===== src/rtl/address_range_lookup_table_core_macros.svh =====
// Assertion helpers for the address range lookup table core.
`ifndef ADDRESS_RANGE_LOOKUP_TABLE_CORE_MACROS_SVH
`define ADDRESS_RANGE_LOOKUP_TABLE_CORE_MACROS_SVH

// Same-cycle implication, disabled during reset.
`define ARLT_ASSERT_NOW(name, ante, cons, msg) \
  name: assert property (@(posedge clk) disable iff (rst) (ante) |-> (cons)) \
    else $error(msg);

// Next-cycle implication, disabled during reset.
`define ARLT_ASSERT_NEXT(name, ante, cons, msg) \
  name: assert property (@(posedge clk) disable iff (rst) (ante) |=> (cons)) \
    else $error(msg);

`endif


===== src/rtl/arlt_pkg.sv =====
package arlt_pkg;

  localparam int RANGE_SLOTS_DEF = 64;

  localparam logic [1:0] REQ_CLEAR  = 2'd0;
  localparam logic [1:0] REQ_INSERT = 2'd1;
  localparam logic [1:0] REQ_LOOKUP = 2'd2;

  typedef struct packed {
    logic [31:0] base;
    logic [31:0] size;
    logic [31:0] module_tag;
    logic [7:0]  section_tag;
  } entry_t;

  typedef struct packed {
    logic        le;
    logic        in_range;
    logic [31:0] offset;
  } cmp_res_t;

endpackage


===== src/rtl/arlt_unit.sv =====
module arlt_unit (
  input  logic [31:0]        key,
  input  arlt_pkg::entry_t   entry,
  output arlt_pkg::cmp_res_t res
);

  import arlt_pkg::*;

  logic [31:0] diff;

  assign diff         = key - entry.base;
  assign res.le       = (entry.base <= key);
  assign res.in_range = (entry.base <= key) && (diff < entry.size);
  assign res.offset   = diff;

endmodule


===== config.mk =====
export PLATFORM = sky130hd
export DESIGN_NAME = arlt_unit
export DESIGN_NICKNAME = d
export VERILOG_FILES = /design/src/rtl/address_range_lookup_table_core_macros.svh /design/src/rtl/arlt_pkg.sv /design/src/rtl/arlt_unit.sv
export SDC_FILE = /design/constraint.sdc
export NUM_CORES = 1
export LEC_CHECK = 0
export ABC_AREA = 1
export CAP_MARGIN = 20
export CORE_MARGIN = 2
export CORE_UTILIZATION = 40
export DETAILED_ROUTE_END_ITERATION = 12
export DONT_BUFFER_PORTS = 1
export GPL_TIMING_DRIVEN = 0
export PLACE_DENSITY_LB_ADDON = 0.08
export SYNTH_ARGS = -nofsm -noshare
export SYNTH_HDL_FRONTEND = slang
export SYNTH_SLANG_ARGS = --single-unit

===== constraint.sdc =====
create_clock -name vclk -period 4.6
set_input_delay 0.92 -clock vclk [all_inputs]
set_output_delay 0.92 -clock vclk [all_outputs]
set_load 0.02 [all_outputs]

=== Yosys cells after proc, flatten, opt, wreduce, memory -nomap -nowiden ===
Index checks and enable logic that the tools add are counted.

* Input port bits: 136
* Word-level logic and storage cells: 4
* Output and inout bits: 34
* Flip-flop bits (word level): 0

* Order comparisons: 2
* $add $sub $neg: 1
* Reductions and logical operators: 1

{| class="wikitable"
|+ Operator list
! operator !! number
|-
| 32-bit <= comparator || 1
|-
| 32-bit < comparator || 1
|-
| 32-bit subtractor || 1
|-
| 1-bit logical AND || 1
|}

=== Depth between registers and ports, before layout ===
Gate-level depths: netlist of the first run.

* Depth after elaboration: 3
* Mapped depth: 22
* Gate-level depth less buffers: 22

=== Worst setup path before layout of the first run ===
OpenSTA, ideal clock, no wires.

* Kind: in2out
* From: in key[0]
* To: out res[32] (netlist name)
* Cell stages on the path: 21
* Required time: 3.680 ns
* Path slack: 0.286 ns
* Path buffers: 0
* Arrival time: 3.394 ns
* Path through: inv_1 > ha_1 > inv_1 > fa_1 > nand2_1 > nand2_1 > nand2_1 > o21ai_2 > nand2_1 > nand2_2 > xor2_1 > ha_1 > nand2_1 > inv_1 > o21ai_0 > nand2_1 > nor2_1 > nand2_1 > nand2_1 > nand2_1 > nor2_1

{| class="wikitable"
|+ RTL lines
! what !! line !! source
|-
| start, declared || arlt_unit.sv:2 || <nowiki>input logic [31:0] key,</nowiki>
|-
| end, declared || arlt_unit.sv:4 || <nowiki>output arlt_pkg::cmp_res_t res</nowiki>
|}

==> results.md, run 1 <==
Run status:
- The flow ran to the end, and the final reports show no timing, DRC or antenna violations.

Floorplanning:
- The chip height is 93.6 um.
- The I/O pin count is 170.
- In this run the core area contains 32 standard-cell rows.
- The area of the die is 8770 sq um.
- Measured along the x axis, the die boundary spans 93.6 um.
- The floorplan step defined a core boundary enclosing 7770 sq um.
- For this configuration, the core starts out at a cell density of 0.414.

GRT:
- For this run, the total global-route usage over all layers was measured as 0.206.
- The total global routing overflow is 0.
- The number of antenna violations at the first check in global routing is 0.
- The first global-routing pass estimated between 10000 and 15000 um of wire.
- Entering global routing, the biggest net connects 6 pins.
- The number of global-route vias before repair was 3278.

Critical path:
- The standard cell with the maximum stage delay on the critical path is sky130_fd_sc_hd__ha_2.
- Along the worst path, the maximum fanout reaches 4.
- The arrival time of the worst setup path is approximately 3.5 ns.
- The biggest cell delay along the critical path is 0.32 ns.
- The setup path with the least slack is of type primary input to output port.
- The required time of the critical path is approximately 3.7 ns.
- The critical path ends at res[32].
- The dominant cell type by count on the critical path is sky130_fd_sc_hd__nand2_2.
- The source of the critical timing path is entry[85].
- Walking the worst path, the cells encountered are inv_1, ha_2, nand2_2, inv_1, a21oi_2, inv_1, a21oi_1, nand2_4, nand2_2, nand2_1, nand2_1, nand2_4, ha_1, nand2_2, nor2_2, nand4_1, nor3_1, nand2_1, nand2_2, nor2_4.
- The category of the worst setup path launch point is a primary input.
- The type of element capturing the critical path is an output port.

Worst hold path:
- The kind of path behind the tightest hold check is primary input to output port.

Timing:
- The final worst-path cycle share is 0.958.
- The final number of setup-violating endpoints is 0.
- The worst pin sits at a relative slew slack of 0.593.
- The worst path needs 4.41 ns of the cycle, external delays included.
- The highest attainable clock frequency is 227 MHz.
- The count of endpoints failing hold in the final timing report came to 0.
- The post-route worst setup slack is 0.193 ns.
- The total negative slack is 0 ns.
- For the pin with the worst max-slew slack, the measured transition is about 0.6 ns.
- The total count of max-transition violations in the final report is 0.

Logic synthesis:
- The average cell area after synthesis is around 5.1 sq um.
- The mapped netlist covers roughly 3200 sq um.
- The sequential share of the synthesized area is 0.
- Of the post-synthesis cell area, the dominant cell type holds 0.259.
- Sorting the synthesized cells by area gives the leading types as sky130_fd_sc_hd__nand2_1 26%, sky130_fd_sc_hd__ha_1 25%, sky130_fd_sc_hd__inv_1 19%, sky130_fd_sc_hd__a21oi_1 6.4%, sky130_fd_sc_hd__nor2_1 4.8%.
- The synthesis warning total is 0.
- In the post-synthesis netlist, the cell with the most instances is sky130_fd_sc_hd__nand2_1.
- In the synthesized netlist, the number of instances is 627.
- By count the netlist is led by 222 x sky130_fd_sc_hd__nand2_1, 163 x sky130_fd_sc_hd__inv_1, 63 x sky130_fd_sc_hd__ha_1, 41 x sky130_fd_sc_hd__a21oi_1, 41 x sky130_fd_sc_hd__nor2_1.
- The synthesized netlist contains 25 unique library cells.
- Synthesis produced a netlist with a net count of between 800 and 900.
- The cell taking the most area after synthesis is sky130_fd_sc_hd__nand2_1.

Place:
- Port buffering added 0 buffers.
- Once detailed placement completed, the half-perimeter wirelength came to 8260 um.
- The worst setup slack after placement is -0.187 ns.
- Once placement finished, the instance area stood at 3340 sq um.
- Routability-driven placement finished with a final weighted congestion of 0.834.

Power:
- The worst IR drop on VDD is 0.0000846 V.
- The power density over the cells is 171 nW/um^2.
- The leakage power total is 2.36 nW.
- The total design power is 0.637 mW.

Finish:
- The fraction of the core area covered by cells at the end of the flow is 0.481.
- The final cell area excluding filler cells is 3730 sq um.
- Sequential cells placed in the final layout were counted as 0.
- The final layout net count is ~840.
- The number of antenna diodes in the final layout is 0.
- The area of the multi-input gates is 2930 sq um.
- The area taken by flip-flops and latches is 0 sq um.
- The filler cells instantiated in the layout total approximately 870.
- After layout, the clock buffer instance count stands at 0.
- In the final layout, the share of cells above drive strength 1 is 0.145.
- The post-synthesis to final-layout area growth is 16.2%.

Routing:
- The via total after detailed routing is between 3000 and 4000.
- The final wirelength is 9400 um.
- The pre-antenna-repair detailed-routing pass consisted of 4 iterations.
- The number of antenna-violating nets in the routed design is 0.
- After detailed routing, the average wire length per cell comes to 12.8 um.
- In the routed layout, each cell is associated on average with a via count of 4.84.
- After detailed routing, the number of remaining DRC violations is 0.
- The detailed router finished its first iteration with 187 violations.

Job:
- The max capacitance violation total is 0.
## layout by cell type (no fill, tap or decap), types with 9 or more instances in the layout
cell                      count
sky130_fd_sc_hd__nand3_1     24
sky130_fd_sc_hd__o21ai_0     13
sky130_fd_sc_hd__nor2_1      37
sky130_fd_sc_hd__nor2_2       9
sky130_fd_sc_hd__nand2_2     26
sky130_fd_sc_hd__a21oi_2     12
sky130_fd_sc_hd__inv_1      162
sky130_fd_sc_hd__a21oi_1     32
sky130_fd_sc_hd__ha_1        52
sky130_fd_sc_hd__nand2_1    197
## worst max-delay path: cells and delay by family
kind	cells	cell delay [ns]
simple gates	13	1.39
fa+ha+maj	2	0.62
compound gates	2	0.38
buf+inv	3	0.17
## timing repair
action                                  CTS  global route
gates resized for setup                   8            68
buffers inserted                          0             6
hold buffers                              0             0
pin swaps                                 0            13
endpoints found under the setup margin    1             1
## how the worst min path moves through the flow
stage                     startpoint      to  cells after the start  slack, ns
after global routing       entry[72]  res[0]                      2       2.11
after CTS                  entry[72]  res[0]                      2       2.10
final                      entry[72]  res[0]                      2       2.09
after global placement     entry[72]  res[0]                      2       2.10
after floorplan            entry[72]  res[0]                      2       2.07
after detailed placement   entry[72]  res[0]                      2       2.10
## where the power goes
group | internal (mW) | switching (mW)
Sequential | 0 | 0
Combinational | 0.212 | 0.425
Clock | 0 | 0
## cell type report
| cell class | count | share of cell area |
|---|---|---|
| Multi-Input combinational cell | 462 | 0.785 |
| Tap cell | 102 | 0.0342 |
| Timing Repair Buffer | 6 | 0.0154 |
| Inverter | 165 | 0.166 |
## per-stage QoR
step	hold slack [ns]	instances
2_1_floorplan	2.07	627
3_3_place_gp	2.10	729
3_5_place_dp	2.10	729
4_1_cts	2.10	729
5_1_grt	2.11	735
6_report	2.09	735
## cells by family after synthesis
logic type / after synthesis / share of synthesized area
and+or+nand+nor: 318 / 0.404
buffers and inverters: 165 / 0.193
AOI/OAI and AO/OA: 65 / 0.111
adders and majority gates: 64 / 0.251
xor gates and xnor gates: 15 / 0.0409
## layer usage
metal / GRT usage / share of wire / up-vias
met3: 0.00967 / 0.053 / 2
met1: 0.302 / 0.49 / 1540
met5: 0 / 0 / -
met4: 0.00845 / 0.0040 / 0
met2: 0.351 / 0.46 / 103
li1: - / - / 1909
(Power assumes the default switching activity.)
==> run 2, diff against run 1 <==
BUFFER_PORTS_ARGS = -buffer_cell sky130_fd_sc_hd__buf_2   (was default)
DONT_BUFFER_PORTS = default   (was 1)
==> run 2 against run 1 <==
Effect of this change:
- clock-buffer cell count stayed put
- global-route usage rose by 1.2 points
- via count increased by 12%
==> results.md, run 2 (same netlist as run 1, synthesis figures left out) <==
Run status:
- The flow ran to the end, and the final reports show no timing, DRC or antenna violations.

GRT:
- The number of global-route vias before repair came to 3710.
- The total global routing overflow is 0.
- The wire length of the first global-routing pass is 15800 um.
- The number of antenna violations at the first check in global routing is 0.
- For this run, the total global-route usage over all layers was measured as 0.218.
- Entering global routing, the biggest net connects 6 pins.

Place:
- Buffers placed on the I/O ports in this run total 130.
- Summing all placed instances gives a cell area of approximately 4000 sq um.
- The total half-perimeter wirelength after legalization and detailed placement is 8580 um.
- The final RePlAce weighted congestion is 0.842.

Critical path:
- The largest fanout of any net on the critical path is 4.
- The category of the worst setup path launch point is a primary input.
- STA classifies the critical path endpoint as an output port.
- The number of buffer and inverter instances along the worst setup path is 3.
- In this design, the stage delay of the slowest critical-path cell is 0.33 ns.
- The signal on the critical path passes through buf_2, ha_1, nand2_1, nand2_1, a21oi_2, inv_1, a21oi_1, nand2_2, nand2_2, nand2_1, nand2_1, nand2_1, ha_1, a21oi_1, nor2_1, nor3b_2, nand2_1, nor2_1, nand2_1, nor2_1, buf_4.
- Data on the critical path arrives at its endpoint at 3.51 ns.
- The source of the critical timing path is key[10].
- The kind of cell with the highest combined delay along the critical path is simple AND/OR/NAND/NOR gates.
- The start-to-end type of the worst setup path is primary input to output port.
- The number of stages on the worst setup path is 21.
- At the worst endpoint, the required time is 3.68 ns.
- For this design, the slowest cell found on the critical path is sky130_fd_sc_hd__ha_1.
- The dominant cell type by count on the critical path is sky130_fd_sc_hd__nand2_1.
- The capturing element of the worst setup path is res[32].

Worst hold path:
- The launch instance of the worst min-delay path is entry[72].
- The worst hold path belongs to the class primary input to output port.

Finish:
- The number of clock-tree buffers in the layout is 0.
- Registers take 0 sq um.
- After the last flow step, the layout net total stands at 970.
- Of the cells placed in the final design, the portion with a size suffix greater than 1 is 0.306.
- In the layout the commonest cells are 197 x sky130_fd_sc_hd__nand2_1, 160 x sky130_fd_sc_hd__inv_1, 128 x sky130_fd_sc_hd__buf_2, 46 x sky130_fd_sc_hd__ha_1, 35 x sky130_fd_sc_hd__nor2_1.
- The sequential cell count is 0.
- From synthesis to final layout, the design area changed by 38.0%.
- Once layout is done, the placed cells without fillers occupy roughly 4400 sq um.
- The number of antenna cells inserted is 0.
- Leaving out fill and tap cells, the most frequent cell in the layout is sky130_fd_sc_hd__nand2_1.

Floorplanning:
- Pin placement for this block handled 170 I/O pins.
- Measured along the x axis, the die boundary spans approximately 94 um.
- The effective utilization at floorplan is 0.414.
- The area of the die is 8770 sq um.
- The standard cell core area is 7770 sq um.
- The die is 93.6 um tall.
- The row count is 32.

Routing:
- The final wirelength is slightly below 10000 um.
- After detailed routing, the number of remaining DRC violations is 0.
- After detailed routing, the met2 layer carries ~4400 um of wire.
- The first routing iteration left 129 violations.
- In the final routed layout, each cell accounts on average for 11.2 um.
- After detailed routing, the wire length on met1 is 4970 um.
- The average vias per placed instance is 4.59.
- The detailed router used layers up to and including met4.
- The number of antenna-violating nets in the routed design is 0.
- Across all layers, the routed design uses 3993 vias.
- Before antenna repair, the detailed router went through 4 iterations.
- The length of routed met3 wiring is 404 um.

Timing:
- Setup violations remaining at the end of the flow were counted as 0.
- The worst relative slew slack is 0.748.
- Setup repair after global routing could not meet its margin everywhere.
- The final-layout worst hold slack is between 2 and 2.5 ns.
- For this run, the top clock speed supported by timing is 226 MHz.
- In the finished design, the share of the clock period the worst path needs comes to 0.962.
- The total count of max-transition violations in the final report came to 0.
- The worst-margin pin slew is 0.378 ns.
- The count of endpoints failing hold in the final timing report came to 0.
- The total negative slack is 0 ns.
- The clock period could shrink to approximately 4.4 ns.

Job:
- Across the run, the number of max-cap violations was 0.

Power:
- The portion of total power attributed to combinational logic is 1.000.
- The proportion of power drawn by flip-flops and latches is 0.
- The clock share of power is 0.
- Dividing total power by cell area gives a power density of 164 nW/um^2.
- The leakage power total is 2.90 nW.
- The worst IR drop on VDD is 0.0000793 V.
- The analysis attributes to net switching a power of 0.445 mW.
- Internal power comes to 0.281 mW.
- Of the total power, the share spent switching nets is 0.613.
run 2: changes by cell type in the layout (fill, tap and decap cells not counted), sizes merged:
cell | previous run | this run
buf | 6 | 141
run 2: per-layer routing:
| metal | global-route usage | up-vias |
|---|---|---|
| met2 | 0.387 | 103 |
| met3 | 0.00322 | 4 |
| met5 | 0 | - |
| li1 | - | 2184 |
| met4 | 0.00845 | 0 |
| met1 | 0.311 | 1702 |
run 2: worst min-delay path: cells and delay by family:
| kind | cells | cell delay (ns) |
|---|---|---|
| fa+ha+maj | 1 | 0.14 |
| buf+inv | 3 | 0.27 |
run 2: how the worst min path moves through the flow:
| stage | end | cells after the start |
|---|---|---|
| floorplan | res[0] | 2 |
| global placement | res[0] | 4 |
| detailed placement | res[0] | 4 |
| CTS | res[0] | 4 |
| global route | res[0] | 4 |
| finish | res[0] | 4 |
run 2: repair_timing:
item                                    in CTS  in global routing
endpoints found under the setup margin       1                  1
pin swaps                                    5                 28
hold endpoints to repair                     0                  0
gates resized for setup                      7                 85
hold buffers                                 0                  0
buffers inserted                             4                  7
run 2: area by class of cell:
type | instances | area, sq um
Fill cell | 852 | 3330
Multi-Input combinational cell | 462 | 2930
Timing Repair Buffer | 141 | 749
Inverter | 165 | 624
Tap cell | 102 | 128
run 2: power groups by stage:
stage / Clock (mW) / Sequential [mW] / Combinational (mW)
floorplan: 0 / 0 / 0.443
global placement: 0 / 0 / 0.633
detailed placement: 0 / 0 / 0.642
CTS: 0 / 0 / 0.657
global route: 0 / 0 / 0.820
finish: 0 / 0 / 0.725
run 2: per-stage QoR:
stage	utilization	std cells	setup slack (ns)	total power, mW
finish	0.571	870	0.173	0.725
global route	0.571	870	-0.0736	0.820
CTS	0.520	863	0.00958	0.657
detailed placement	0.514	859	-0.0732	0.642
global placement	0.514	859	-0.0717	0.633
floorplan	-	627	0.286	0.443
