--- src/rtl/address_range_lookup_table_core_macros.svh ---
// Assertion helpers for the address range lookup table core.
`ifndef ADDRESS_RANGE_LOOKUP_TABLE_CORE_MACROS_SVH
`define ADDRESS_RANGE_LOOKUP_TABLE_CORE_MACROS_SVH

// Same-cycle implication, disabled during reset.
`define ARLT_ASSERT_NOW(name, ante, cons, msg) \
  name: assert property (@(posedge clk) disable iff (rst) (ante) |-> (cons)) \
    else $error(msg);

// Next-cycle implication, disabled during reset.
`define ARLT_ASSERT_NEXT(name, ante, cons, msg) \
  name: assert property (@(posedge clk) disable iff (rst) (ante) |=> (cons)) \
    else $error(msg);

`endif

--- src/rtl/arlt_ram.sv ---
module arlt_ram #(
  parameter int WIDTH = 8,
  parameter int DEPTH = 64
) (
  input  logic                     clk,
  input  logic                     we,
  input  logic [$clog2(DEPTH)-1:0] waddr,
  input  logic [WIDTH-1:0]         wdata,
  input  logic [$clog2(DEPTH)-1:0] raddr,
  output logic [WIDTH-1:0]         rdata
);

  logic [WIDTH-1:0] mem [DEPTH];

  always_ff @(posedge clk) begin
    if (we) begin
      mem[waddr] <= wdata;
    end
    rdata <= mem[raddr];
  end

endmodule

--- config.mk ---
export PLATFORM = sky130hd
export DESIGN_NAME = arlt_ram
export DESIGN_NICKNAME = d
export VERILOG_FILES = /design/src/rtl/address_range_lookup_table_core_macros.svh /design/src/rtl/arlt_ram.sv
export SDC_FILE = /design/constraint.sdc
export NUM_CORES = 1
export LEC_CHECK = 0
export BUFFER_PORTS_ARGS = -buffer_cell sky130_fd_sc_hd__buf_2
export CAP_MARGIN = 20
export CORE_MARGIN = 8
export CORE_UTILIZATION = 55
export DETAILED_ROUTE_END_ITERATION = 10
export HOLD_SLACK_MARGIN = 0.12
export MAX_ROUTING_LAYER = met4
export PLACE_DENSITY_LB_ADDON = 0.08
export SLEW_MARGIN = 40
export SYNTH_ARGS = -nofsm -noshare
export SYNTH_HDL_FRONTEND = slang
export SYNTH_SLANG_ARGS = --single-unit
--- constraint.sdc ---
create_clock -name clk -period 2.1 [get_ports clk]
set_input_delay 0.105 -clock clk [delete_from_list [all_inputs] [get_ports clk]]
set_output_delay 0.105 -clock clk [all_outputs]
set_load 0.005 [all_outputs]
After elaboration in Yosys (flattened, before gate mapping)
Memories as Yosys holds them, arrays and structs flattened. A register that Yosys moved wholly into a read port is not among the register bits.
Cells that the tools add are included.
{"block": "totals", "register_bits": 0, "latch_bits": 0, "ram_bits": 512, "romBits": 0, "wordCells": 3, "memories": 1}
{"block": "op_classes", "n_addsub": 0, "n_mul": 0, "n_div": 0, "order_cmp": 0, "n_eq_ne": 0, "n_shift": 0, "muxes": 2, "n_bitwise": 0, "n_reduce_logical": 0}
{"name": "mem", "depth": 64, "width": 8, "read_ports": 1, "rd_ports_with_merged_regs": 1, "wr": 1, "line": "arlt_ram.sv:13", "source": "logic [WIDTH-1:0] mem [DEPTH];"}
{"cell": "$mux 1", "n": 2}

Logic depth before layout (Yosys ltp)
Gate-level depths: netlist (run 1).
{"block": "depth", "depth_word": 2, "mapped_depth": 9, "mapped_depth_nobuf": 5}

Worst setup path after synthesis (run 1)
No wires, ideal clock.
{"block": "synth_path", "path_type": "input -> register", "start": "input raddr[1]", "end": "register rdata[3], read port of mem", "t_arrival_ps": 1645, "required_ps": 1972, "setup_slack_ps": 327, "stages": 7, "path_cell_list": "buf_4 > buf_2 > buf_2 > mux4_2 > mux4_2 > o21ai_1 > o41ai_1"}
{"element": "from (decl)", "line": "arlt_ram.sv:9", "source": "input logic [$clog2(DEPTH)-1:0] raddr,"}
{"element": "to (decl)", "line": "arlt_ram.sv:10", "source": "output logic [WIDTH-1:0] rdata"}

==> reports/qor.csv, run 1 <==
metric;value;unit
holdPathStages;3;
cts_root_buf;clkbuf_16;
yosysTopAreaCell;edfxtp_1;
grt_pass1_vias;10313;
final_nets;1138;
reg2reg_depth;5;
pin_count;30;
power_density;927;nW/um2
wire_per_inst;27.9;um
setup.worst_path.end_class;flop;
drive_gt1_frac;0.331;
drv_cap;0;
hold_end;mem[50][0];
cp_slowest_cell;mux4_2;
synth_top_area_frac;0.762;
clk_pin_slew;60;ps
grt_max_degree;65;
clock_sinks;520;
swShare;0.203;
ant_nets;0;
cp_max_fo;1;
drc;0;
cts_buffers;51;
portBuffers;29;
p_leak;0.00771;uW
status;finished clean;
p_seq_frac;0.527;
critPathLaunchType;flop;
grt_antenna_before_repair;4;
combPwrFrac;0.054;
core-area;36300;um2
critPathLaunch;mem[44][0];
min_period;2010;ps
hold_violations;0;
synth_edf_count;512;
initial_core_util;0.555;
timing.fmax;498;MHz
synth-seq-cells;520;
area.growth.synth_to_final;17.1;%
vias;10010;
cts_max_path_buffers;3;
p_sw;4440;uW
finalCritPeriodShare;0.957;
worstPathRequired;2580;ps
rsz0062_at_grt;no;
final_cells;1629;
grt_pass1_wl;67800;um
die_y;207;um
drt_pass1_iterations;5;
dp_hpwl;30100;um
worstHoldStart;we;
slew_headroom;0.484;
rows;70;
syn_nets;962;
drtIter0Drc;846;
synth_area_leaders;edfxtp_1 76%, mux4_2 14%, nor2_1 1.5%;
yosysWarningCount;0;
cts_tree;built;
ys_seq_area_frac;0.770;
h-tree-depth;2;
max_slew.worst_pin.slew;774;ps
final_cell_mix;512 x edfxtp_1, 126 x mux4_2, 123 x buf_4;
die-area;43100;um2
syn-instance-count;940;
hold_class;in2reg;
final_common_cell;edfxtp_1;
avgViaCountPerCell;6.14;
max_stage_delay;480;ps
netlist-cell-type-count;40;
dp_cells;1521;
gp_congestion;0.831;
ys.flop_type;edfxtp_1;
clock_latency;590;ps
async_reset_ff_frac;0;
ir_drop;0.724;mV
reg2reg_slack;90;ps
internal-power;17500;uW
slew_violations;0;
clkPwrFrac;0.420;
grt_usage;0.219;
final-setup-viol-count;0;
power.total;21900;uW
timing.rr.end;rdata[0];
synth_area;20200;um2
finClkSkew;13.1;ps
critPathKind;reg2reg;
fin_util;0.650;
drt_wl_total;45400;um
cp_data_arrival_time;2480;ps
die_w;207;um
timing.rr.start;mem[44][0];
crit_chain;mux4_2, mux2_2, a221oi_2, buf_4, o2bb2ai_1;
synth_area_per_cell;21.5;um2
grt_remaining_overflow;0;
==> power by group through the flow <==
stage	Combinational [uW]	Sequential, uW	Clock, uW
after floorplan	612	11700	0
after global placement	1130	11700	0
after detailed placement	1170	11800	0
after CTS	1190	11500	9340
after global routing	1250	11500	9750
final	1170	11500	9190
==> worst max-delay path by stage <==
stage / endpoint / slack (ps) / cells after the start
6_report: rdata[0] / 90 / 5
5_1_grt: rdata[3] / 30 / 5
4_1_cts: rdata[6] / 7 / 5
3_5_place_dp: rdata[0] / -200 / 8
3_3_place_gp: rdata[0] / -230 / 6
2_1_floorplan: rdata[3] / 330 / 7
==> metal layers <==
layer,global-route usage,vias up,share of wire
met5,-,-,0
met3,0.0382,76,0.076
met4,0.0732,0,0.026
li1,-,4298,-
met1,0.303,5261,0.42
met2,0.333,375,0.48
==> through the flow <==
step	TNS [ps]	setup slack (ps)	hold WS [ps]	cell area, um2
after floorplan	0	327	204	20200
after global placement	-454	-229	541	21800
after detailed placement	-866	-201	539	21800
after CTS	0	7.04	136	23600
after global routing	0	28.8	196	23600
final	0	90.4	181	23600
==> cell usage after synthesis, types with 3 or more instances <==
library cell,count
nand2_1,19
a211oi_1,4
nand3b_1,3
nand2b_1,7
edfxtp_1,512
mux4_2,126
a221oi_1,6
mux2_2,13
buf_2,11
buf_1,4
nand3_1,13
dfxtp_1,8
o22ai_1,8
nor2b_1,14
a21oi_1,3
o2bb2ai_1,3
nor3_1,7
o221ai_1,8
buf_4,13
a22oi_1,3
o2111ai_1,3
buf_6,4
clkbuf_1,17
mux2i_1,23
nor2_1,83
==> area by class of cell <==
cell class | count | area, um2
multi-input combinational | 369 | 4330
timing repair buffer | 174 | 1460
sequential | 520 | 15500
clock inverter | 33 | 338
tap | 468 | 586
clock buffer | 61 | 1360
fill | 2387 | 12700
antenna | 4 | 10.0
==> worst max-delay path: cells and delay by family (launching register included) <==
kind | cells | cell delay (ps)
AO/OA/AOI/OAI | 2 | 510
buffers and inverters | 1 | 210
multiplexers | 2 | 780
flip-flops | 1 | 400
==> timing repair <==
| item | CTS | global route |
|---|---|---|
| hold buffers | 10 | 0 |
| gates resized for setup | 1 | 1 |
| setup buffers | 0 | 0 |
| hold endpoints to repair | 216 | 0 |
| endpoints found under the setup margin | 1 | 1 |
==> registers in the layout, indices dropped and copies added, names as in the netlist <==
register	flops
rdata	8
mem	512
==> cell families after synthesis <==
family	Yosys count	share of synthesized area
and+or+nand+nor	153	0.0339
AOI/OAI and AO/OA	54	0.0207
muxes	162	0.159
buffers and inverters	51	0.0157
DFF	520	0.770
(Power assumes the default switching activity.)
==> run 2, diff against run 1 <==
--- a/config.mk
+++ b/config.mk
@@ -9,10 +9,11 @@
 export CAP_MARGIN = 20
 export CORE_MARGIN = 8
 export CORE_UTILIZATION = 55
+export CTS_BUF_LIST = sky130_fd_sc_hd__clkbuf_4 sky130_fd_sc_hd__clkbuf_8 sky130_fd_sc_hd__clkbuf_16
 export DETAILED_ROUTE_END_ITERATION = 10
 export HOLD_SLACK_MARGIN = 0.12
 export MAX_ROUTING_LAYER = met4
-export PLACE_DENSITY_LB_ADDON = 0.08
+export PLACE_DENSITY = 0.71
 export SLEW_MARGIN = 40
 export SYNTH_ARGS = -nofsm -noshare
 export SYNTH_HDL_FRONTEND = slang
==> reports/qor.csv, run 2 (same netlist as run 1, synthesis figures left out) <==
metric;value;unit
status;finished clean;
gp_congestion;0.858;
worstHoldStart;wdata[1];
grt_antenna_before_repair;1;
slew_violations;0;
hold_ws;212;ps
pin_count;30;
drt_wl_total;44900;um
final_cell_mix;512 x edfxtp_1, 126 x mux4_2, 122 x buf_4;
timing.rr.end;rdata[4];
grt_remaining_overflow;0;
hold_end;mem[1][1];
min_period;1950;ps
die_y;207;um
timing.rr.start;mem[29][4];
drive_gt1_frac;0.335;
largest_register_ff_count;512;
power.total;21900;uW
clock_sinks;520;
hold_violations;0;
cts_tree;built;
die_w;207;um
finClkSkew;27.1;ps
grt_usage;0.215;
critPathLaunchType;flop;
reg2reg_slack;150;ps
critPathKind;reg2reg;
grt_pass1_vias;10225;
timing.fmax;514;MHz
reg_top3;mem: 512 flops, rdata: 8 flops;
initial_core_util;0.555;
wire_per_inst;27.6;um
die-area;43100;um2
final_common_cell;edfxtp_1;
cts_root_buf;clkbuf_16;
post_cts_buffers;0;
rows;70;
worstPathRequired;2560;ps
avgViaCountPerCell;6.15;
dp_hpwl;28300;um
drtIter0Drc;1017;
clock_latency;580;ps
rsz0062_at_grt;no;
portBuffers;29;
grt_pass1_wl;66600;um
drv_cap;0;
core-area;36300;um2
holdPathStages;2;
setup.worst_path.end_class;flop;
reg2reg_depth;5;
cts_max_path_buffers;3;
final_nets;1138;
cts_buffers;49;
area.growth.synth_to_final;17.3;%
final-setup-viol-count;0;
drc;0;
grt_max_degree;65;
cp_data_arrival_time;2400;ps
slew_headroom;0.519;
max_slew.worst_pin.slew;722;ps
cp_max_fo;1;
regMostFlops;mem;
drt_pass1_iterations;5;
clk_pin_slew;60;ps
hold_class;in2reg;
power_density;926;nW/um2
ir_drop;0.815;mV
ant_nets;0;
vias;9996;
p_leak;0.00775;uW
finalCritPeriodShare;0.927;
h-tree-depth;2;
## run 2: cell count changes in the layout (fill, tap and decap cells not counted), sizes merged
cell         change
diode            -3
dlygate4sd3      +1
clkinv           -2
buf              +1
## run 2: worst max-delay path, cell delays in order, from the launching register on
cell and delay (ps):
edfxtp_1 360, mux4_2 460, mux2_2 300, o221a_2 280, nor3_1 290, o32ai_1 130
## run 2: timing repair
action                                 CTS  global route
gates resized for setup                  1             0
hold buffers                            10             1
setup endpoints to repair                1             0
endpoints found under the hold margin  127            40
## run 2: routing by layer
metal | global-route usage | share of wire
met1 | 0.289 | 0.40
met2 | 0.345 | 0.50
met3 | 0.0267 | 0.076
met4 | 0.0690 | 0.024
met5 | - | 0
## run 2: per-stage QoR
step / utilization / cells / worst slack (ps) / TNS (ps) / cell area, um2
floorplan: - / 940 / 327 / 0 / 20200
global placement: 0.601 / 1522 / -395 / -670 / 21800
detailed placement: 0.601 / 1522 / -300 / -725 / 21800
CTS: 0.650 / 1624 / 147 / 0 / 23600
global route: 0.651 / 1626 / 53.1 / 0 / 23700
finish: 0.651 / 1626 / 154 / 0 / 23700
## run 2: worst max-delay path by stage
stage,slack (ps),cells past startpoint,end,startpoint
after floorplan,330,7,rdata[3],raddr[1]
after global placement,-400,8,rdata[3],raddr[1]
after detailed placement,-300,8,rdata[3],raddr[1]
after CTS,150,5,rdata[3],mem[1][3]
after global routing,50,5,rdata[3],mem[2][3]
final,150,5,rdata[4],mem[29][4]
## run 2: area by class of cell
cell class	count	area (um2)
well taps	468	586
clock inverters	31	330
flip-flops and latches	520	15500
diodes	1	2.50
clock buffers	61	1370
multi-input cells	369	4320
repair buffers	176	1510
fillers	2275	12700
## run 2: report_power, final
group | switching [uW] | internal (uW)
sequential | 39.2 | 11500
clock | 3700 | 5490
combinational | 668 | 509
total | 4410 | 17500
==> run 3, diff against run 2 <==
==> constraint.sdc (replaced) <==
create_clock -name clk -period 2 [get_ports clk]
set_input_delay 0.1 -clock clk [delete_from_list [all_inputs] [get_ports clk]]
set_output_delay 0.1 -clock clk [all_outputs]
set_load 0.005 [all_outputs]
==> reports/qor.csv, run 3 (same netlist as run 1, synthesis figures left out) <==
metric;value;unit
status;finished clean;
drc;0;
wire_per_inst;27.6;um
max_slew.worst_pin.slew;828;ps
hold_ws;202;ps
clock_latency;580;ps
drive_gt1_frac;0.346;
cp_max_fo;1;
num-fill-cells;2353;
dp_cells;1540;
cp_slowest_cell;mux4_2;
slew_headroom;0.448;
final_nets;1159;
place_area;21900;um2
p_leak;0.00779;uW
rsz0062_at_grt;no;
die_y;207;um
cts_root_buf;clkbuf_16;
drv_cap;0;
min_period;1970;ps
reg2reg_slack;30;ps
finClkSkew;13.4;ps
max_stage_delay;470;ps
grt_remaining_overflow;0;
grt_pass1_wl;67700;um
multi_input_area;4320;um2
rows;70;
pin_count;30;
initial_core_util;0.555;
worstPathRequired;2450;ps
reg_top3;mem: 512 flops, rdata: 8 flops;
grt_pass1_vias;10498;
drtIter0Drc;1004;
vias;10148;
final_common_cell;edfxtp_1;
fin_setup_tns;0;ps
ir_drop;0.773;mV
timing.fmax;509;MHz
holdPathStages;1;
dp_hpwl;29300;um
critPathKind;reg2reg;
grt_antenna_before_repair;1;
drt_pass1_iterations;5;
die_w;207;um
avgViaCountPerCell;6.18;
largest_register_ff_count;512;
grt_usage;0.220;
final_cells;1642;
slew_violations;0;
grt_max_degree;50;
die-area;43100;um2
finalCritPeriodShare;0.983;
hold_violations;0;
post_cts_buffers;0;
area.growth.synth_to_final;17.4;%
ant_nets;0;
cp_data_arrival_time;2420;ps
clk_pin_slew;60;ps
cts_buffers;51;
final-setup-viol-count;0;
core-area;36300;um2
portBuffers;29;
cts_max_path_buffers;3;
crit_chain;mux4_2, mux2_2, o221a_2, nor3_2, o32ai_1;
hold_class;in2reg;
regArea;15500;um2
clock_sinks;520;
final_cell_mix;512 x edfxtp_1, 144 x buf_4, 126 x mux4_2;
power_density;954;nW/um2
reg2reg_depth;5;
gp_congestion;0.878;
cts_tree;built;
drt_wl_total;45400;um
h-tree-depth;2;
setup.worst_path.end_class;flop;
postLayoutCellArea;23700;um2
critPathLaunchType;flop;
regMostFlops;mem;
[run 3: critical path, delay by kind of cell, from the launching register on]
| kind | cells | cell delay (ps) |
|---|---|---|
| AND/OR/NAND/NOR | 1 | 290 |
| AO/OA/AOI/OAI | 2 | 410 |
| multiplexers | 2 | 760 |
| flip-flops | 1 | 380 |
[run 3: path summary, 6_finish.rpt]
kind	endpoint	startpoint
setup reg to reg	rdata[6]	mem[24][6]
hold / removal	mem[1][4]	wdata[4]
setup / recovery	rdata[6]	mem[24][6]
hold reg to reg	rdata[4]	mem[26][4]
[run 3: cell type report]
type	count	share of cell area
Clock buffer	70	0.0622
Timing Repair Buffer	195	0.0682
Tap cell	468	0.0247
Clock inverter	19	0.00624
Antenna cell	1	0.000106
Sequential cell	520	0.656
Multi-Input combinational cell	369	0.182
[run 3: where the power goes]
| group | internal [uW] | leakage (uW) | switching (uW) | total (uW) |
|---|---|---|---|---|
| clock network | 5380 | 0.000808 | 3840 | 9220 |
| logic | 546 | 0.00230 | 703 | 1250 |
| registers | 12100 | 0.00467 | 46.5 | 12100 |
| total | 18000 | 0.00779 | 4590 | 22600 |
[run 3: per-layer routing]
layer,track usage,part of all wire
met1,0.287,0.40
met2,0.348,0.49
met3,0.0343,0.078
met4,0.0858,0.035
met5,-,0
[run 3: through the flow]
step	total power, uW	util	setup WS, ps
detailed placement	13600	0.603	-153
global placement	13500	0.603	-111
finish	22600	0.651	34.9
CTS	22700	0.651	58.7
floorplan	13000	-	232
global route	23200	0.651	2.69
[run 3: what timing repair did]
item                                   CTS  global route
endpoints found under the hold margin  207            45
gates resized for setup                  1             0
hold buffers                            11             1
setup endpoints to repair                1             0
