===== src/rtl/address_range_lookup_table_core_macros.svh =====
// Assertion helpers for the address range lookup table core.
`ifndef ADDRESS_RANGE_LOOKUP_TABLE_CORE_MACROS_SVH
`define ADDRESS_RANGE_LOOKUP_TABLE_CORE_MACROS_SVH

// Same-cycle implication, disabled during reset.
`define ARLT_ASSERT_NOW(name, ante, cons, msg) \
  name: assert property (@(posedge clk) disable iff (rst) (ante) |-> (cons)) \
    else $error(msg);

// Next-cycle implication, disabled during reset.
`define ARLT_ASSERT_NEXT(name, ante, cons, msg) \
  name: assert property (@(posedge clk) disable iff (rst) (ante) |=> (cons)) \
    else $error(msg);

`endif


===== src/rtl/arlt_pkg.sv =====
package arlt_pkg;

  localparam int RANGE_SLOTS_DEF = 64;

  localparam logic [1:0] REQ_CLEAR  = 2'd0;
  localparam logic [1:0] REQ_INSERT = 2'd1;
  localparam logic [1:0] REQ_LOOKUP = 2'd2;

  typedef struct packed {
    logic [31:0] base;
    logic [31:0] size;
    logic [31:0] module_tag;
    logic [7:0]  section_tag;
  } entry_t;

  typedef struct packed {
    logic        le;
    logic        in_range;
    logic [31:0] offset;
  } cmp_res_t;

endpackage


===== src/rtl/arlt_seq.sv =====
module arlt_seq #(
  parameter int RANGE_SLOTS = arlt_pkg::RANGE_SLOTS_DEF
) (
  input  logic                           clk,
  input  logic                           rst,
  input  logic                           in_valid,
  output logic                           in_stall,
  input  logic [1:0]                     req_type,
  input  logic [31:0]                    range_base,
  input  logic [31:0]                    range_size,
  input  logic [31:0]                    module_tag,
  input  logic [7:0]                     section_tag,
  input  logic [31:0]                    lookup_addr,
  output logic                           out_valid,
  input  logic                           out_stall,
  output logic                           hit,
  output logic                           rejected,
  output logic [31:0]                    hit_module,
  output logic [7:0]                     hit_section,
  output logic [31:0]                    hit_offset,
  output logic [29:0]                    word_index,
  output logic [31:0]                    key,
  input  arlt_pkg::cmp_res_t             cmp,
  output logic                           ram_we,
  output logic [$clog2(RANGE_SLOTS)-1:0] ram_waddr,
  output arlt_pkg::entry_t               ram_wdata,
  output logic [$clog2(RANGE_SLOTS)-1:0] ram_raddr,
  input  arlt_pkg::entry_t               ram_rdata
);

  import arlt_pkg::*;

  localparam int AW = $clog2(RANGE_SLOTS);
  localparam int CW = $clog2(RANGE_SLOTS + 1);
  localparam logic [CW-1:0] FULL = CW'(RANGE_SLOTS);

  localparam logic [3:0] ST_IDLE      = 4'd0;
  localparam logic [3:0] ST_SRCH_RD   = 4'd1;
  localparam logic [3:0] ST_SRCH_CMP  = 4'd2;
  localparam logic [3:0] ST_SHIFT_RD  = 4'd3;
  localparam logic [3:0] ST_SHIFT_WR  = 4'd4;
  localparam logic [3:0] ST_PUT       = 4'd5;
  localparam logic [3:0] ST_FETCH_CMP = 4'd6;
  localparam logic [3:0] ST_DONE      = 4'd7;

  logic [3:0]    state;
  logic [1:0]    req;
  entry_t        new_entry;
  logic [CW-1:0] lo, hi, idx, count;
  logic [CW:0]   mid_sum;
  logic [AW-1:0] mid;
  logic [CW-1:0] idx_dec;
  logic [CW-1:0] lo_dec;
  logic [31:0]   ins_base;
  logic          ins_reject;
  logic          res_hit, res_rej;
  logic [31:0]   res_module, res_offset;
  logic [7:0]    res_section;
  logic          accept;
  logic          out_free;

  assign accept     = in_valid && !in_stall;
  assign in_stall   = (state != ST_IDLE);
  assign out_free   = !out_valid || !out_stall;
  assign ins_base   = {range_base[31:2], 2'b00};
  assign ins_reject = (ins_base == '0) || (count == FULL);
  assign mid_sum    = {1'b0, lo} + {1'b0, hi};
  assign mid        = mid_sum[AW:1];
  assign idx_dec    = idx - CW'(1);
  assign lo_dec     = lo - CW'(1);

  always_comb begin
    case (state)
      ST_SRCH_RD:  ram_raddr = (lo < hi) ? mid : lo_dec[AW-1:0];
      ST_SHIFT_RD: ram_raddr = idx_dec[AW-1:0];
      default:     ram_raddr = mid;
    endcase
  end

  always_comb begin
    ram_we    = 1'b0;
    ram_waddr = lo[AW-1:0];
    ram_wdata = new_entry;
    case (state)
      ST_SHIFT_WR: begin
        ram_we    = 1'b1;
        ram_waddr = idx[AW-1:0];
        ram_wdata = ram_rdata;
      end
      ST_PUT: begin
        ram_we = 1'b1;
      end
      default: ;
    endcase
  end

  always_ff @(posedge clk) begin
    if (rst) begin
      state     <= ST_IDLE;
      count     <= '0;
      out_valid <= 1'b0;
    end else begin
      if (state == ST_DONE && out_free) begin
        out_valid <= 1'b1;
      end else if (out_valid && !out_stall) begin
        out_valid <= 1'b0;
      end
      case (state)
        ST_IDLE: begin
          if (accept) begin
            req                   <= req_type;
            res_hit               <= 1'b0;
            res_rej               <= (req_type == REQ_INSERT) && ins_reject;
            res_module            <= '0;
            res_section           <= '0;
            res_offset            <= '0;
            lo                    <= '0;
            hi                    <= count;
            new_entry.base        <= ins_base;
            new_entry.size        <= range_size;
            new_entry.module_tag  <= module_tag;
            new_entry.section_tag <= section_tag;
            case (req_type)
              REQ_CLEAR: begin
                count <= '0;
                state <= ST_DONE;
              end
              REQ_INSERT: begin
                key   <= ins_base;
                state <= ins_reject ? ST_DONE : ST_SRCH_RD;
              end
              REQ_LOOKUP: begin
                key   <= lookup_addr;
                state <= ST_SRCH_RD;
              end
              default: state <= ST_DONE;
            endcase
          end
        end
        ST_SRCH_RD: begin
          if (lo < hi) begin
            state <= ST_SRCH_CMP;
          end else if (req == REQ_INSERT) begin
            idx   <= count;
            state <= (count > lo) ? ST_SHIFT_RD : ST_PUT;
          end else if (lo == '0) begin
            state <= ST_DONE;
          end else begin
            // read of entry lo-1 issued this cycle
            state <= ST_FETCH_CMP;
          end
        end
        ST_SRCH_CMP: begin
          // equal bases go right, so the newest of a run of equals is found
          if (cmp.le) begin
            lo <= CW'(mid) + CW'(1);
          end else begin
            hi <= CW'(mid);
          end
          state <= ST_SRCH_RD;
        end
        ST_SHIFT_RD: state <= ST_SHIFT_WR;
        ST_SHIFT_WR: begin
          idx   <= idx_dec;
          state <= (idx_dec > lo) ? ST_SHIFT_RD : ST_PUT;
        end
        ST_PUT: begin
          count <= count + CW'(1);
          state <= ST_DONE;
        end
        ST_FETCH_CMP: begin
          if (cmp.in_range) begin
            res_hit     <= 1'b1;
            res_module  <= ram_rdata.module_tag;
            res_section <= ram_rdata.section_tag;
            res_offset  <= cmp.offset;
          end
          state <= ST_DONE;
        end
        ST_DONE: begin
          // hold until the output register is free
          if (out_free) begin
            state <= ST_IDLE;
          end
        end
        default: state <= ST_IDLE;
      endcase
    end
  end

  always_ff @(posedge clk) begin
    if (state == ST_DONE && out_free) begin
      hit         <= res_hit;
      rejected    <= res_rej;
      hit_module  <= res_module;
      hit_section <= res_section;
      hit_offset  <= res_offset;
      word_index  <= res_offset[31:2];
    end
  end

endmodule


===== config.mk =====
export PLATFORM = sky130hd
export DESIGN_NAME = arlt_seq
export DESIGN_NICKNAME = d
export VERILOG_FILES = /design/src/rtl/address_range_lookup_table_core_macros.svh /design/src/rtl/arlt_pkg.sv /design/src/rtl/arlt_seq.sv
export SDC_FILE = /design/constraint.sdc
export NUM_CORES = 1
export LEC_CHECK = 0
export BUFFER_PORTS_ARGS = -buffer_cell sky130_fd_sc_hd__buf_4
export CORE_MARGIN = 5
export CORE_UTILIZATION = 30
export DETAILED_ROUTE_END_ITERATION = 6
export PLACE_DENSITY = 0.55
export RECOVER_POWER = 100
export SETUP_SLACK_MARGIN = 0.5
export SYNTH_ARGS = -nofsm -noshare
export SYNTH_HDL_FRONTEND = slang
export SYNTH_SLANG_ARGS = --single-unit

===== constraint.sdc =====
create_clock -name clk -period 28.1 [get_ports clk]
set_input_delay 0 -clock clk [delete_from_list [all_inputs] [get_ports clk]]
set_output_delay 0 -clock clk [all_outputs]
set_load 0.1 [all_outputs]

# Yosys cells after proc, flatten, opt, wreduce, memory -nomap -nowiden

Cells that the tools add are included.

Register bits after elaboration: 347
Bits of input ports: 280
Word-level logic and storage cells: 122

Add/subtract/negate cells: 5
$lt $le $gt $ge: 3
Equality and inequality tests: 19
Multiplexer cells: 41
Bitwise logic cells: 1
Reduce and logical (&&, ||, !) cells: 30

Operator list:

| cell                                                 | number |
|---|---|
| case mux 32 bit (2 select lines)                     | 3 |
| 2-to-1 mux 104 bit                                   | 1 |
| 2-to-1 mux 32 bit                                    | 3 |
| 2-to-1 mux 7 bit                                     | 8 |
| case mux 7 bit (2 select lines)                      | 4 |
| logical NOT 32 bit                                   | 1 |
| case mux 4 bit (7 select lines)                      | 1 |
| AND reduction 4 bit                                  | 5 |
| equality test 4 x 3 -> 1 bit (second input constant) | 4 |
| 2-to-1 mux 8 bit                                     | 2 |
| case mux 8 bit (2 select lines)                      | 1 |
| 2-to-1 mux 3 bit                                     | 5 |
| > comparator 7 bit                                   | 2 |
| != test 2 bit (second input constant)                | 7 |
| 2-to-1 mux 6 bit                                     | 2 |
| case mux 6 bit (2 select lines)                      | 1 |
| nonzero test 2 bit                                   | 6 |
| equality test 4 x 2 -> 1 bit (second input constant) | 2 |
| 2-to-1 mux 4 bit                                     | 2 |
| adder 6 x 1 -> 7 bit (second input constant)         | 1 |
| adder 7 x 1 -> 7 bit (second input constant)         | 1 |
| adder 7 bit                                          | 1 |
| equality test 7 bit (second input constant)          | 1 |
| logical NOT 7 bit                                    | 1 |
| other kinds (20)                                     | 34 |

# Logic depth before layout (Yosys ltp)

Depth after elaboration: 6
Gate-level depth with buffers: 12
Mapped depth without buffers: 12

# Least setup slack after synthesis

No wires, ideal clock.

Path kind: flip-flop to flip-flop
Start point: register state[1]
End point: register key[0], enable pin
Setup time: 392 ps
Arrival: 10184 ps
Data required time: 27708 ps
Setup slack: 17524 ps
Stages on the path, launching flop included: 6
Buffers on the path: 2
Clock period less this slack: 10576 ps
Cells stage by stage: dfxtp_1 -> buf_2 -> or3_1 -> buf_2 -> nor3b_1 -> and2_1

Word-level cells in the longest chain between the ends: 4

Ends and longest elaborated chain:

| item                          | line            | text |
|---|---|---|
| start, declared               | arlt_seq.sv:46  | `logic [3:0] state;` |
| start signal, assigned        | arlt_seq.sv:130 | `state <= ins_reject ? ST_DONE : ST_SRCH_RD;` |
| start signal, assigned        | arlt_seq.sv:145 | `state <= (count > lo) ? ST_SHIFT_RD : ST_PUT;` |
| start signal, assigned        | arlt_seq.sv:165 | `state <= (idx_dec > lo) ? ST_SHIFT_RD : ST_PUT;` |
| nonzero test 4 bit            | arlt_seq.sv:63  | `assign in_stall = (state != ST_IDLE);` |
| net in_stall                  | arlt_seq.sv:7   | `output logic in_stall,` |
| logical NOT 1 bit             | arlt_seq.sv:62  | `assign accept = in_valid && !in_stall;` |
| logical AND 1 bit             | arlt_seq.sv:62  |  |
| AND reduction 4 bit (no line) | -               |  |
| end signal, assigned          | arlt_seq.sv:129 | `key <= ins_base;` |
| end signal, assigned          | arlt_seq.sv:133 | `key <= lookup_addr;` |
| end, declared                 | arlt_seq.sv:22  | `output logic [31:0] key,` |

The timed path passes the listed nets, and every way through them passes these cells.
A chain may end at the register's enable or synchronous reset.

# Worst setup path in the final report

Start point: register state[1]
End point: register hit_offset[0], enable pin

Word-level cells in the longest chain between the ends: 2

Ends and longest elaborated chain:

| item                         | line            | text |
|---|---|---|
| equality test 4 x 3 -> 1 bit | arlt_seq.sv:192 | `if (state == ST_DONE && out_free) begin` |
| logical AND 1 bit            | arlt_seq.sv:192 |  |
| end signal, assigned         | arlt_seq.sv:197 | `hit_offset <= res_offset;` |
| end, declared                | arlt_seq.sv:20  | `output logic [31:0] hit_offset,` |

Every way passes these cells.

==> impl_metrics.json <==
{
  "status": "finished with violations",
  "violated_checks": "capacitance limit, slew limit",
  "setup-violations-final": 0,
  "arrival_ns": 8.14,
  "via_count": 10300,
  "yosys_most_used_dff": "edfxtp_1",
  "number_of_buffers_added_by_the_clock_tree_synthesis_step": 38,
  "p_per_area_mw_per_mm2": 97.6,
  "netlist_area_mm2": 0.0138,
  "floorplan.die.height_um": 225,
  "critical_path.n_buffers_inverters": 2,
  "synth_top_family_by_area": "multiplexers",
  "holdWs_ns": 0.189,
  "irDropWorstVdd_uv": 94.0,
  "clock_sink_count": 316,
  "fin_cells": 2254,
  "timing.final.max_slew_violations": 549,
  "synthAdderAreaFrac_pct": 3.22,
  "io_pins": 535,
  "global_route.usage.total_pct": 17.4,
  "placedCellCount": 1969,
  "initial_utilization_pct": 30.4,
  "slew_headroom_pct": -187,
  "tritoncts": "built",
  "cts-htree-levels": 2,
  "power_uw": 2000,
  "postSynthRegisterBits": 316,
  "hold_path.class": "in2reg",
  "tns_ns": 0,
  "placement.cell_area_mm2": 0.0183,
  "clk_pin_slew_ns": 0.06,
  "setup.worst_path.class": "reg2reg",
  "pin_count_of_the_biggest_net_entering_global_routing": 90,
  "postSynth.asyncResetShare_pct": 0,
  "die_width_um": 225,
  "multiplexer_area_fraction_after_synthesis_pct": 11.1,
  "cp_common_cell": "clkbuf_1",
  "drtAntennaViolNets": 0,
  "power.leakage_uw": 0.00771,
  "first_global_vias": 10900,
  "ctsLongestPathBuffers": 3,
  "drt_drc_violations_left": 0,
  "worst_path_dominant_cell_family": "buffers and inverters",
  "yosys.area_share.xor_xnor_pct": 1.52,
  "std_cell_rows": 78,
  "period_needed_ns": 8.05,
  "cts_root_buffer": "clkbuf_16",
  "syn_nets": 1214,
  "wl_per_instance_um": 20.4,
  "gpl.final_weighted_congestion": 0.865,
  "finalNetCount": 1936,
  "yosys.area_share.simple_pct": 9.24,
  "post-route-cell-area_mm2": 0.0205,
  "buffer_ports.inserted": 532,
  "report.final.hold_viol_count": 0,
  "detailedRoute.firstIterationViolations": 511,
  "maxClockFrequency_ghz": 0.124,
  "worst-endpoint-required_ns": 28.20,
  "layout_worst_path_cycle_share_pct": 28.6,
  "sum_of_net_half_perimeters_after_detailed_placement_um": 33500,
  "critical_path.max_fanout": 89,
  "crit_path_end_kind": "register",
  "clk_latency_ns": 0.54,
  "worst-slew-pin-transition_ns": 4.31,
  "overflow": 0,
  "critical_path.max_stage_delay_ns": 2.32,
  "drt-pass1-iter-count": 5,
  "synth-edff-count": 305,
  "synth_compound_area_share_pct": 3.27,
  "core-area_mm2": 0.0455,
  "avgViaCountPerCell": 4.56,
  "wirelength_um": 46000,
  "setup.worst_path.start_class": "register",
  "synth-warning-count": 0,
  "unrepaired_setup_endpoints_after_global_routing": "no",
  "crit_path_top_delay_cell": "clkbuf_1",
  "wire_length_of_the_first_global_routing_pass_um": 67100,
  "synth-seq-area-share_pct": 67.8,
  "fp.dieArea_mm2": 0.0505,
  "fin_worst_skew_ns": 0.00738,
  "antenna_found_initial": 5,
  "commonest_non_fill_non_tap_cell_in_the_layout": "edfxtp_1",
  "post_route_cells_drive_above_1_share_pct": 26.4,
  "synthCells": 899,
  "max_cap_violations": 10,
  "syn_avg_cell_area_um2": 15.4,
  "most-common-layout-cells": "305 x edfxtp_1, 293 x clkbuf_1, 212 x dlygate4sd3_1, 178 x buf_4, 113 x mux2_2",
  "syn2layout_area_growth_pct": 48.2,
  "yosys.cell_types.count": 63,
  "crit_chain": "clkbuf_1 -> nand3_1 -> a21oi_1 -> clkbuf_1"
}
## routing by layer
metal / part of all wire (%) / vias up / GRT usage [%]
met5: 0 / - / 0
met4: 2.7 / 0 / 5.13
li1: - / 4832 / -
met1: 39 / 4957 / 21.2
met3: 7.2 / 75 / 4.92
met2: 51 / 423 / 30.3
## through the flow
step / util (%) / setup WS (ns)
floorplan: - / 17.52
global placement: 40.2 / 24.80
detailed placement: 40.2 / 24.82
CTS: 47.5 / 24.20
global route: 45.1 / 19.15
finish: 45.1 / 20.05
## Yosys cell counts, types with 3 or more instances
library cell	number	area, µm²
a21oi_1	28	140
a22oi_1	3	22.5
and2_1	8	50.1
and3_1	74	463
and4_1	3	26.3
buf_2	8	40.0
buf_4	40	300
clkbuf_1	24	90.1
dfxtp_1	11	220
edfxtp_1	305	9160
ha_1	34	425
inv_1	26	97.6
mux2_1	19	214
mux2_2	117	1320
nand2_1	27	101
nand2b_1	5	31.3
nand3_1	13	65.1
nand3b_1	3	22.5
nand4_1	5	31.3
nor2_1	35	131
nor2b_1	8	50.1
nor3_1	9	45.0
nor3b_1	4	30.0
nor4_1	9	56.3
o211ai_1	3	22.5
o21ai_0	15	75.1
xnor2_1	14	123
xor2_1	10	87.6
## layout make-up
cell class / count / area [µm²]
diodes: 7 / 17.5
clock buffers: 42 / 987
clock inverters: 24 / 228
fillers: 4384 / 25000
inverters: 26 / 97.6
multi-input cells: 485 / 3950
flip-flops and latches: 316 / 9380
well taps: 600 / 751
repair buffers: 754 / 5100
## power breakdown
group | total [µW] | switching [µW] | internal (µW)
sequential | 641 | 27.6 | 614
combinational | 880 | 695 | 184
clock | 480 | 198 | 282
## worst paths after layout
| check | startpoint | to | slack [ns] | cells past startpoint |
|---|---|---|---|---|
| worst max-delay path | state[1]$_SDFFE_PP0P_ | hit_offset[0]$_DFFE_PP_ | 20.05 | 4 |
| worst min-delay path | module_tag[29] | new_entry[37]$_DFFE_PP_ | 0.19 | 2 |
| worst max register to register | state[1]$_SDFFE_PP0P_ | hit_offset[0]$_DFFE_PP_ | 20.05 | 4 |
| worst min register to register | res_module[20]$_SDFFCE_PN0P_ | hit_module[20]$_DFFE_PP_ | 0.41 | 0 |
## worst reg2reg max path, stage by stage, from the launching register on
cell	delay, ns
dfxtp_1	0.35
clkbuf_1	2.32
nand3_1	0.58
a21oi_1	2.15
clkbuf_1	2.17
## cell families after synthesis
logic type | Yosys count
xor gates and xnor gates | 24
buffers and inverters | 98
DFF | 316
AOI/OAI and AO/OA | 70
and+or+nand+nor | 219
adders and majority gates | 35
muxes | 137
## registers in the layout, summed over array words and instances (netlist names), 8 cells and up
signal / count
hit_section: 8
new_entry: 102
res_offset: 32
key: 32
hit_module: 32
res_section: 8
hit_offset: 32
res_module: 32
## timing repair
action / in CTS / in global routing
gates resized for setup: 0 / 0
buffers inserted: 0 / 0
hold buffers: 212 / 0
endpoints found under the hold margin: 257 / 0
No activity file was read; power rests on OpenSTA's default activity.
